==> src/rtl/facat_pkg.sv <==
`timescale 1ns / 1ps
`default_nettype none
// ----------------------------------------------------------------------------
// Tag store package
// Widths and shared types of the fully associative FIFO-replacement tag store.
// ----------------------------------------------------------------------------
package facat_pkg;

    localparam int ADDR_W    = 32;  // width of the address field
    localparam int OFF_W     = 5;   // width of the offset register
    localparam int IDX_OUT_W = 4;   // width of the entry_index field
    localparam int CNT_W     = 32;  // width of the hit and miss counters

    localparam logic [CNT_W-1:0] CNT_MAX = {CNT_W{1'b1}};

    // Per-cell strobes from the sequencer.
    typedef struct packed {
        logic cmp;
        logic wr;
    } t_cell_ctrl;

    typedef struct packed {
        logic                 hit;
        logic [IDX_OUT_W-1:0] entry_index;
        logic [CNT_W-1:0]     hits_so_far;
        logic [CNT_W-1:0]     misses_so_far;
    } t_result;

endpackage
`default_nettype wire

==> src/rtl/facat_if.sv <==
`timescale 1ns / 1ps
`default_nettype none
// ----------------------------------------------------------------------------
// Tag store channels
// Valid/ready channels for access items and result items.
// ----------------------------------------------------------------------------
interface facat_in_if;
    import facat_pkg::*;

    logic              valid;
    logic              ready;
    logic [ADDR_W-1:0] address;

    modport source (output valid, output address, input ready);
    modport sink   (input valid, input address, output ready);
endinterface

interface facat_out_if;
    import facat_pkg::*;

    logic                 valid;
    logic                 ready;
    logic                 hit;
    logic [IDX_OUT_W-1:0] entry_index;
    logic [CNT_W-1:0]     hits_so_far;
    logic [CNT_W-1:0]     misses_so_far;

    modport source (output valid, output hit, output entry_index,
                    output hits_so_far, output misses_so_far, input ready);
    modport sink   (input valid, input hit, input entry_index,
                    input hits_so_far, input misses_so_far, output ready);
endinterface
`default_nettype wire

==> src/rtl/fully_assoc_fifo_cache_tags.sv <==
`timescale 1ns / 1ps
`default_nettype none
// The access item is taken in S_IDLE, where its tag is loaded, is compared in the
// cell row in S_CMP and is resolved in S_UPD, where the result item is registered;
// S_UPD waits while the previous result is still waiting at the output.
// One item is looked up at a time; the next item is taken while a result waits.
// Reset (synchronous, active low) clears valid bits, fill pointer, counters
// and the offset register; stored tags are not cleared.
// ----------------------------------------------------------------------------
// Fully associative tag store with FIFO replacement
// A row of tag cells searched in parallel, with a round-robin fill pointer
// and saturating hit and miss counters.
// ----------------------------------------------------------------------------
module fully_assoc_fifo_cache_tags #(
    parameter int ENTRIES   = 16,
    parameter int ADDR_BITS = 32
) (
    input  wire                       i_clk,
    input  wire                       i_rst_n,
    facat_in_if.sink                  i_addr,
    facat_out_if.source               o_res,
    input  wire                       i_cfg_wr_en,
    input  wire [facat_pkg::OFF_W-1:0] i_cfg_wr_data
);
    import facat_pkg::*;

    localparam int TAG_W = (ADDR_BITS < ADDR_W) ? ADDR_BITS : ADDR_W;
    localparam int IDX_W = (ENTRIES > 1) ? $clog2(ENTRIES) : 1;
    localparam logic [ADDR_W-1:0] ADDR_MASK =
        ADDR_W'((64'd1 << TAG_W) - 64'd1);

    typedef enum logic [1:0] {S_IDLE, S_CMP, S_UPD} t_state;

    t_state             r_state;
    logic [OFF_W-1:0]   r_offset;
    logic [TAG_W-1:0]   r_tag;
    logic [IDX_W-1:0]   r_ptr;
    logic [CNT_W-1:0]   r_hits;
    logic [CNT_W-1:0]   r_misses;
    logic               r_out_valid;
    t_result            r_out;

    t_cell_ctrl         cell_ctrl [ENTRIES];
    logic [ENTRIES:0]   found_chain;
    logic [ENTRIES-1:0] first;
    logic [IDX_W-1:0]   hit_idx;
    logic [IDX_W-1:0]   slot;
    logic [31:0]        slot_ext;
    logic               hit;
    logic               in_fire;
    logic               upd_fire;
    logic [ADDR_W-1:0]  shifted;

    assign in_fire  = i_addr.valid && i_addr.ready;
    assign upd_fire = (r_state == S_UPD) && (!r_out_valid || o_res.ready);
    assign shifted  = (i_addr.address & ADDR_MASK) >> r_offset;

    assign found_chain[0] = 1'b0;

    for (genvar g = 0; g < ENTRIES; g++) begin : g_cell
        assign cell_ctrl[g].cmp = (r_state == S_CMP);
        assign cell_ctrl[g].wr  = upd_fire && !hit && (r_ptr == IDX_W'(g));

        facat_cell #(.TAG_W(TAG_W)) u_cell (
            .i_clk   (i_clk),
            .i_rst_n (i_rst_n),
            .i_ctrl  (cell_ctrl[g]),
            .i_tag   (r_tag),
            .i_found (found_chain[g]),
            .o_found (found_chain[g+1]),
            .o_first (first[g])
        );
    end

    assign hit = found_chain[ENTRIES];

    always_comb begin
        hit_idx = '0;
        for (int i = 0; i < ENTRIES; i++) begin
            if (first[i]) begin
                hit_idx = hit_idx | IDX_W'(i);
            end
        end
    end

    assign slot     = hit ? hit_idx : r_ptr;
    assign slot_ext = 32'(slot);

    always_ff @(posedge i_clk) begin
        if (!i_rst_n) begin
            r_offset <= '0;
        end else if (i_cfg_wr_en) begin
            r_offset <= i_cfg_wr_data;
        end
    end

    always_ff @(posedge i_clk) begin
        if (in_fire) begin
            r_tag <= shifted[TAG_W-1:0];
        end
    end

    always_ff @(posedge i_clk) begin
        if (!i_rst_n) begin
            r_state     <= S_IDLE;
            r_ptr       <= '0;
            r_hits      <= '0;
            r_misses    <= '0;
            r_out_valid <= 1'b0;
        end else begin
            if (upd_fire) begin
                r_out_valid <= 1'b1;
            end else if (r_out_valid && o_res.ready) begin
                r_out_valid <= 1'b0;
            end
            case (r_state)
                S_IDLE: begin
                    if (in_fire) begin
                        r_state <= S_CMP;
                    end
                end
                S_CMP: begin
                    r_state <= S_UPD;
                end
                S_UPD: begin
                    if (upd_fire) begin
                        r_state     <= S_IDLE;
                        r_out.hit         <= hit;
                        r_out.entry_index <= slot_ext[IDX_OUT_W-1:0];
                        if (hit) begin
                            r_out.hits_so_far   <= (r_hits == CNT_MAX) ? r_hits
                                                                       : r_hits + 1'b1;
                            r_out.misses_so_far <= r_misses;
                            r_hits <= (r_hits == CNT_MAX) ? r_hits : r_hits + 1'b1;
                        end else begin
                            r_out.hits_so_far   <= r_hits;
                            r_out.misses_so_far <= (r_misses == CNT_MAX) ? r_misses
                                                                         : r_misses + 1'b1;
                            r_misses <= (r_misses == CNT_MAX) ? r_misses
                                                              : r_misses + 1'b1;
                            r_ptr <= (r_ptr == IDX_W'(ENTRIES - 1)) ? '0 : r_ptr + 1'b1;
                        end
                    end
                end
                default: begin
                    r_state <= S_IDLE;
                end
            endcase
        end
    end

    assign i_addr.ready        = (r_state == S_IDLE);
    assign o_res.valid         = r_out_valid;
    assign o_res.hit           = r_out.hit;
    assign o_res.entry_index   = r_out.entry_index;
    assign o_res.hits_so_far   = r_out.hits_so_far;
    assign o_res.misses_so_far = r_out.misses_so_far;

endmodule
`default_nettype wire

==> src/rtl/facat_cell.sv <==
`timescale 1ns / 1ps
`default_nettype none
// ----------------------------------------------------------------------------
// Tag store cell
// Holds one tag and its valid bit, compares against the broadcast tag and
// passes the "match found below" flag on to the next cell of the row.
// ----------------------------------------------------------------------------
module facat_cell #(
    parameter int TAG_W = 32
) (
    input  wire                   i_clk,
    input  wire                   i_rst_n,
    input  facat_pkg::t_cell_ctrl i_ctrl,
    input  wire [TAG_W-1:0]       i_tag,
    input  wire                   i_found,
    output logic                  o_found,
    output logic                  o_first
);
    import facat_pkg::*;

    logic             r_valid;
    logic [TAG_W-1:0] r_tag;
    logic             r_match;

    always_ff @(posedge i_clk) begin
        if (!i_rst_n) begin
            r_valid <= 1'b0;
        end else if (i_ctrl.wr) begin
            r_valid <= 1'b1;
        end
    end

    always_ff @(posedge i_clk) begin
        if (i_ctrl.wr) begin
            r_tag <= i_tag;
        end
        if (i_ctrl.cmp) begin
            r_match <= r_valid && (r_tag == i_tag);
        end
    end

    // Only the lowest-numbered matching cell claims the hit.
    assign o_first = r_match && !i_found;
    assign o_found = r_match || i_found;

endmodule
`default_nettype wire

==> src/flat_wrapper.sv <==
// flat-port wrapper written by rule: the top's interface ports become plain ports
module fully_assoc_fifo_cache_tags_flat import facat_pkg::*;
#(
    parameter int ENTRIES   = 16,
    parameter int ADDR_BITS = 32
)
  (i_clk, i_rst_n, i_cfg_wr_en, i_cfg_wr_data, i_addr_valid, i_addr_address, i_addr_ready, o_res_valid, o_res_hit, o_res_entry_index, o_res_hits_so_far, o_res_misses_so_far, o_res_ready);
  facat_in_if i_addr_i ();
  facat_out_if o_res_i ();
  input  wire i_clk;
  input  wire i_rst_n;
  input  wire i_cfg_wr_en;
  input  wire [facat_pkg::OFF_W-1:0] i_cfg_wr_data;
  input wire logic [$bits(i_addr_i.valid)-1:0] i_addr_valid;
  input wire logic [$bits(i_addr_i.address)-1:0] i_addr_address;
  output wire logic [$bits(i_addr_i.ready)-1:0] i_addr_ready;
  output wire logic [$bits(o_res_i.valid)-1:0] o_res_valid;
  output wire logic [$bits(o_res_i.hit)-1:0] o_res_hit;
  output wire logic [$bits(o_res_i.entry_index)-1:0] o_res_entry_index;
  output wire logic [$bits(o_res_i.hits_so_far)-1:0] o_res_hits_so_far;
  output wire logic [$bits(o_res_i.misses_so_far)-1:0] o_res_misses_so_far;
  input wire logic [$bits(o_res_i.ready)-1:0] o_res_ready;
  assign i_addr_i.valid = i_addr_valid;
  assign i_addr_i.address = i_addr_address;
  assign i_addr_ready = i_addr_i.ready;
  assign o_res_valid = o_res_i.valid;
  assign o_res_hit = o_res_i.hit;
  assign o_res_entry_index = o_res_i.entry_index;
  assign o_res_hits_so_far = o_res_i.hits_so_far;
  assign o_res_misses_so_far = o_res_i.misses_so_far;
  assign o_res_i.ready = o_res_ready;
  fully_assoc_fifo_cache_tags #(.ENTRIES(ENTRIES), .ADDR_BITS(ADDR_BITS)) u_core (.i_clk(i_clk), .i_rst_n(i_rst_n), .i_addr(i_addr_i), .o_res(o_res_i), .i_cfg_wr_en(i_cfg_wr_en), .i_cfg_wr_data(i_cfg_wr_data));
endmodule
==> config.mk <==
export PLATFORM = sky130hd
export DESIGN_NAME = fully_assoc_fifo_cache_tags_flat
export DESIGN_NICKNAME = d
export VERILOG_FILES = /design/src/rtl/facat_pkg.sv /design/src/rtl/facat_if.sv /design/src/rtl/fully_assoc_fifo_cache_tags.sv /design/src/rtl/facat_cell.sv /design/src/flat_wrapper.sv
export SDC_FILE = /design/constraint.sdc
export NUM_CORES = 1
export LEC_CHECK = 0
export BUFFER_PORTS_ARGS = -buffer_cell sky130_fd_sc_hd__clkbuf_2
export CORE_MARGIN = 8
export CORE_UTILIZATION = 60
export DETAILED_ROUTE_END_ITERATION = 12
export PLACE_DENSITY = 0.78
export SETUP_SLACK_MARGIN = 0.5
export SKIP_LAST_GASP = 1
export SLEW_MARGIN = 20
export SYNTH_ARGS = -nofsm -noshare
export SYNTH_HDL_FRONTEND = slang
export SYNTH_SLANG_ARGS = --single-unit
==> constraint.sdc <==
create_clock -name i_clk -period 12.57 [get_ports i_clk]
set_clock_uncertainty 0.2 [all_clocks]
set_input_delay 2.514 -clock i_clk [delete_from_list [all_inputs] [get_ports i_clk]]
set_output_delay 2.514 -clock i_clk [all_outputs]
set_load 0.01 [all_outputs]
==> impl_results.md, run 1 <==
* YS warnings at 0
* Vias post-DR at 19,713
* Final period utilization at 39.4%
* Maximum clock path buffer count at 3
* Gpl congestion at 0.832
* Sw Pwr at 0.00120 W
* RSZ-0062 raised after global routing: no
* Combinational power share at 9.2%
* Largest stage delay, worst path at 0.72 ns
* Worst path slowest cell: buf_4
* GRT Util Overall at 23.8%
* Worst Tran Pin Value at 1.04 ns
* Placed Area at 33,600 sq um
* PwrDens at 145 nW/um^2
* VDD IR max at 0.0000953 V
* Via-to-Cell Ratio at 6.21
* Seq/Total Area, Yosys at 64.5%
* Chip height at 247 um
* CP arrival at 4.98 ns
* H-tree levels at 3
* Detail Route Antenna Nets at 0
* Final Non-Filler Cells at 3,176
* Hold Fails Final Rpt at 0
* Static Leak at 11.5 nW
* Buf/Inv on CP at 5
* Power Total at 0.00522 W
* Worst Path Max Fanout at 70
* Critical path type: in -> reg
* Drt drc at 0
* Initial Util at 60.2%
* Proportion of layout cells with a drive suffix above 1 at 14.2%
* Root buf cell: clkbuf_16
* Int Power at 0.00402 W
* Pin count of the biggest net entering global routing at 71
* Worst EP required at 12.59 ns
* Initial antenna violation count at 1
* Cell Area, Synth at 32,100 sq um
* Switching power share of the total at 22.9%
* Post-synth EDFFs at 629
* Worst Setup End Kind: flip-flop
* Syn avg cell area at 13.9 sq um
* First-pass GRT wire length at 112 mm
* Adder-cell share of the synthesized area at 0.234%
* Port bufs at 112
* Leading area contributor after synthesis: edfxtp_1
* # rows at 85
* Total Nets Final at 2,472
* CP startpoint kind: input port
* Clock transition at path regs at 0.06 ns
* TritonCTS clock tree: yes
* Vias in the first global route at 19,518
* Avg WL per Cell at 23.1 um
* Cells along the critical path: clkbuf_2, buf_4, clkinv_1, buf_4, nor2_4, buf_4
* Primary FF master, synth: edfxtp_1
* Largest family of logic cells by synthesized area: XOR/XNOR gates
* Max Clock Freq at 202 MHz
* Sum of negative setup slack at 0 ns
* Simple-gate area share of the yosys netlist at 10.6%
* DP Wirelength at 42.1 mm
* CP delay by family, top: buffers and inverters
* Cell mode on critical path: buf_4
* Clock Power Share at 39.7%
* Cell count after synthesis at 2,307
* Worst skew pair latency at 0.60 ns
* Max cap viols at 0
* Relative slew slack at 30.5%
* Synth Area in Compound Gates at 3.34%
* Status: complete, no violations
* Max-slew violation count at 0
* Syn Nets at 2,355
* Post-synthesis mux area share at 3.77%
* Area Overhead vs Synth at 11.6%
* Distinct cell type count of the synthesized netlist at 63
* Area contributors post-synth: edfxtp_1 59%, xnor2_1 13%, dfxtp_1 5.7%
* Routed Wire Length at 73.4 mm
* Async SR Flop Fraction at 0%
* Sequential Power Share at 51.0%
* DIE AREA at 61,200 sq um
* Final Instance Area at 35,900 sq um
* Post-CTS sizing at 0
* I/O pins at 113
* Most frequent cells in the layout: 629 x edfxtp_1, 464 x xnor2_1, 133 x nand4_1
* Dpl cells at 3,046
* Core box area at 53,400 sq um
* Die Wd at 247 um
* Number of synthesized register bits at 721
* # setup viols final at 0
* Hold Crit Class: reg -> reg
* Fin crit period at 4.96 ns
* Diodes inserted at 0
* Clock buffer count from CTS at 72
* Commonest non-fill, non-tap cell in the layout: edfxtp_1
* Yosys top cell area share at 58.8%
* First-pass detailed-route iteration total at 5
* DRT iter0 DRCs at 1,781
* Post-CTS Setup Bufs at 0
* Cts hold-fix bufs at 0
* XOR/XNOR Fraction of Synth Area at 15.7%
* Clock sinks at 721
* Total gr overflow at 0
-- state kept, by name, summed over array words and instances, names as in the netlist --
name	cells
u_core.o_res.valid	1
u_core.r_ptr	4
u_core.r_offset	5
u_core.o_res.hits_so_far	32
u_core.r_misses	32
u_core.g_cell.u_cell.r_valid	16
u_core.o_res.entry_index	4
u_core.o_res.misses_so_far	32
u_core.r_tag	32
u_core.g_cell.u_cell.r_match	16
u_core.o_res.hit	1
u_core.g_cell.u_cell.r_tag	512
u_core.r_hits	32
u_core.r_state	2
-- power by group through the flow --
| stage | clock, W | combinational (W) | sequential [W] |
|---|---|---|---|
| detailed placement | 0 | 0.000478 | 0.00271 |
| floorplan | 0 | 0.000292 | 0.00273 |
| global placement | 0 | 0.000460 | 0.00271 |
| CTS | 0.00210 | 0.000481 | 0.00266 |
| finish | 0.00207 | 0.000481 | 0.00266 |
| global route | 0.00219 | 0.000512 | 0.00266 |
-- area by class of cell --
type                            instances  area, sq um
Sequential cell                       721        20700
Fill cell                            3558        17500
Multi-Input combinational cell       1437        10900
Clock buffer                          101         2100
Timing Repair Buffer                  180         1070
Tap cell                              696          871
Clock inverter                         29          193
Inverter                               12         45.0
-- final timing paths --
path / startpoint / to / slack, ns / cells past startpoint
worst max-delay path: i_rst_n / u_core.o_res.entry_index[1] / 7.61 / 6
worst min-delay path: u_core.g_cell[11].u_cell.r_valid / u_core.g_cell[11].u_cell.r_valid / 0.28 / 1
worst max register to register: u_core.g_cell[8].u_cell.r_match / u_core.o_res.hits_so_far[1] / 8.67 / 6
worst min register to register: u_core.g_cell[11].u_cell.r_valid / u_core.g_cell[11].u_cell.r_valid / 0.28 / 1
-- cells by family after synthesis --
kind of cell             count (synthesis)
flip-flops                             721
AND/OR/NAND/NOR                        606
XOR/XNOR                               576
AO/OA/AOI/OAI                          162
buffers and inverters                  149
multiplexers                            87
adder cells (fa/ha/maj)                  6
-- Yosys cell counts, types with 6 or more instances --
cell      count
nand4_1     133
mux2i_1      50
nor4_1       81
o21a_1       19
and3_1        9
nor3_1       32
a211oi_1     11
nor2b_1       7
buf_4         6
buf_2        17
buf_1         6
and4_1        6
nand3_1      49
o31ai_1      36
inv_1         9
or4_1        36
or3_1         8
and2_1        7
a21oi_1      48
clkbuf_1    107
edfxtp_1    629
xnor2_1     464
dfxtp_1      92
mux4_2       26
nand2b_1     33
ha_1          6
nor2_1       77
mux2_2       11
nand2_1     105
xor2_1      112
o21ai_0      18
-- metal layers --
layer / share of wire [%] / routed length [um] / up-vias / GRT usage (%)
li1: - / - / 8801 / -
met1: 41 / 30100 / 9940 / 32.2
met2: 49 / 35700 / 849 / 39.3
met5: 0 / 0 / - / 0
met3: 7.6 / 5590 / 123 / 3.64
met4: 2.8 / 2030 / 0 / 8.20
-- through the flow --
stage | utilization (%) | setup slack, ns | hold slack, ns
finish | 67.2 | 7.61 | 0.276
global route | 67.2 | 7.42 | 0.287
CTS | 67.2 | 7.67 | 0.269
detailed placement | 62.9 | 7.04 | 0.253
global placement | 62.9 | 7.18 | 0.246
floorplan | - | 5.12 | 0.225
Note: power is estimated with default switching activity, not from simulation.
==> run 2: changes to the inputs <==
==> constraint.sdc (replaced) <==
create_clock -name i_clk -period 4.6 [get_ports i_clk]
set_clock_uncertainty 0.2 [all_clocks]
set_input_delay 0.92 -clock i_clk [delete_from_list [all_inputs] [get_ports i_clk]]
set_output_delay 0.92 -clock i_clk [all_outputs]
set_load 0.01 [all_outputs]
==> run 2 against run 1 <==
Setup slack got worse by 6.6 ns. Critical path type is now reg -> reg. Final cell count rose by 1.5%. Critical path depth did not move.
==> impl_results.md, run 2 (synthesis gave the netlist of run 1 again) <==
* Maximum clock path buffer count at 3
* Pre-CTS setup slack at 1.17 ns
* Vias in the first global route at 19,663
* Max-slew violation count at 0
* DRT iter0 DRCs at 2,030
* Max cap viols at 0
* Largest stage delay, worst path at 0.71 ns
* Number of flip-flops in the largest register at 512
* Post-CTS Setup Bufs at 0
* Worst Path Max Fanout at 20
* Hold Startpoint: u_core.g_cell[0].u_cell.r_valid
* Pin count of the biggest net entering global routing at 70
* Hold WS at 0.267 ns
* Reg2reg end: u_core.o_res.misses_so_far[26]
* Total Nets Final at 2,519
* I/O pins at 113
* Cell mode on critical path: nor4_1
* Post-CTS sizing at 0
* VDD IR max at 0.000248 V
* Drt drc at 0
* Area Overhead vs Synth at 13.4%
* Relative slew slack at 24.9%
* Worst Setup End Kind: flip-flop
* RSZ-0062 raised after global routing: no
* Combinational power share at 8.7%
* Final Instance Area at 36,500 sq um
* Worst setup margin at 1.05 ns
* DIE AREA at 61,200 sq um
* Clock sinks at 721
* Fill count at 3,559
* Hold Fails Final Rpt at 0
* Static Leak at 11.8 nW
* Vias post-DR at 19,921
* Most frequent cells in the layout: 629 x edfxtp_1, 464 x xnor2_1, 133 x nand4_1
* Gpl congestion at 0.881
* First-pass GRT wire length at 116 mm
* Worst Hold End: u_core.g_cell[0].u_cell.r_valid
* Sw Pwr at 0.00332 W
* CP startpoint kind: flip-flop
* Cells along the critical path: nor4_1, and4_1, inv_1, nor4_1, nand4_1, xnor2_1
* Cts hold-fix bufs at 0
* Via-to-Cell Ratio at 6.18
* Worst Tran Pin Value at 1.13 ns
* Chip height at 247 um
* CP delay by family, top: simple AND/OR/NAND/NOR gates
* Clock buffer count from CTS at 73
* DP Wirelength at 49.8 mm
* H-tree levels at 3
* Int Power at 0.0113 W
* Worst EP required at 4.73 ns
* Status: complete, no violations
* Avg WL per Cell at 23.6 um
* First-pass detailed-route iteration total at 5
* Max Clock Freq at 282 MHz
* TritonCTS clock tree: yes
* # setup viols final at 0
* Detail Route Antenna Nets at 0
* Core box area at 53,400 sq um
* Buf/Inv on CP at 1
* Fin crit period at 3.55 ns
* Final period utilization at 77.2%
* Sequential Power Share at 50.8%
* Total gr overflow at 0
* Sum of negative setup slack at 0 ns
* Hold Crit Class: reg -> reg
* GRT Util Overall at 24.7%
* PwrDens at 400 nW/um^2
* R2R Path Start: u_core.g_cell[4].u_cell.r_match
* Clock transition at path regs at 0.06 ns
* Clock Power Share at 40.5%
* Critical path type: reg -> reg
* Initial Util at 60.2%
* Port bufs at 112
* Worst path slowest cell: nor4_1
* R2r worst-path depth at 6
* Initial antenna violation count at 1
* CP arrival at 3.68 ns
* Placed Area at 34,100 sq um
* # rows at 85
* Commonest non-fill, non-tap cell in the layout: edfxtp_1
* Switching power share of the total at 22.8%
* Reg with most FFs: u_core.g_cell.u_cell.r_tag
* Die Wd at 247 um
* Root buf cell: clkbuf_16
* Worst skew pair latency at 0.61 ns
* R2R Setup Slk at 1.05 ns
* WHS Path Cells at 1
* Routed Wire Length at 76.1 mm
* Post-layout util at 68.3%
* Proportion of layout cells with a drive suffix above 1 at 15.9%
run 2: layer usage:
layer | up-vias | share of wire [%] | GRT usage [%] | wire length [um]
met4 | 0 | 2.9 | 8.34 | 2230
met1 | 10014 | 42 | 33.4 | 31800
li1 | 8919 | - | - | -
met2 | 842 | 48 | 40.7 | 36700
met3 | 146 | 7.1 | 4.01 | 5430
met5 | - | 0 | 0 | 0
run 2: metrics by stage:
stage / power [W] / instances
final: 0.0146 / 3224
after global routing: 0.0149 / 3223
after CTS: 0.0146 / 3223
after detailed placement: 0.00880 / 3092
after global placement: 0.00876 / 3092
after floorplan: 0.00826 / 2307
run 2: how the worst max path moves through the flow:
| stage | from | end | depth (start not counted) |
|---|---|---|---|
| 3_5_place_dp | u_core.g_cell[0].u_cell.r_match | u_core.o_res.hits_so_far[9] | 7 |
| 5_1_grt | u_core.g_cell[0].u_cell.r_match | u_core.o_res.misses_so_far[26] | 6 |
| 4_1_cts | u_core.g_cell[0].u_cell.r_match | u_core.o_res.misses_so_far[26] | 6 |
| 2_1_floorplan | o_res_ready | u_core.g_cell[8].u_cell.r_tag[0] | 6 |
| 6_report | u_core.g_cell[4].u_cell.r_match | u_core.o_res.misses_so_far[26] | 6 |
| 3_3_place_gp | u_core.g_cell[0].u_cell.r_match | u_core.o_res.hits_so_far[11] | 7 |
run 2: power groups by stage:
| stage | sequential, W | clock [W] | combinational [W] |
|---|---|---|---|
| after detailed placement | 0.00754 | 0 | 0.00126 |
| after CTS | 0.00740 | 0.00594 | 0.00127 |
| after floorplan | 0.00746 | 0 | 0.000798 |
| final | 0.00740 | 0.00589 | 0.00127 |
| after global placement | 0.00754 | 0 | 0.00122 |
| after global routing | 0.00740 | 0.00618 | 0.00136 |
run 2: area by class of cell:
type | count | area [sq um] | area share, %
antenna | 1 | 2.50 | 0.00686
clock inverter | 31 | 335 | 0.920
timing repair buffer | 226 | 1500 | 4.13
multi-input combinational | 1437 | 10900 | 30.0
clock buffer | 100 | 2040 | 5.60
tap | 696 | 871 | 2.39
sequential | 721 | 20700 | 56.9
inverter | 12 | 45.0 | 0.124
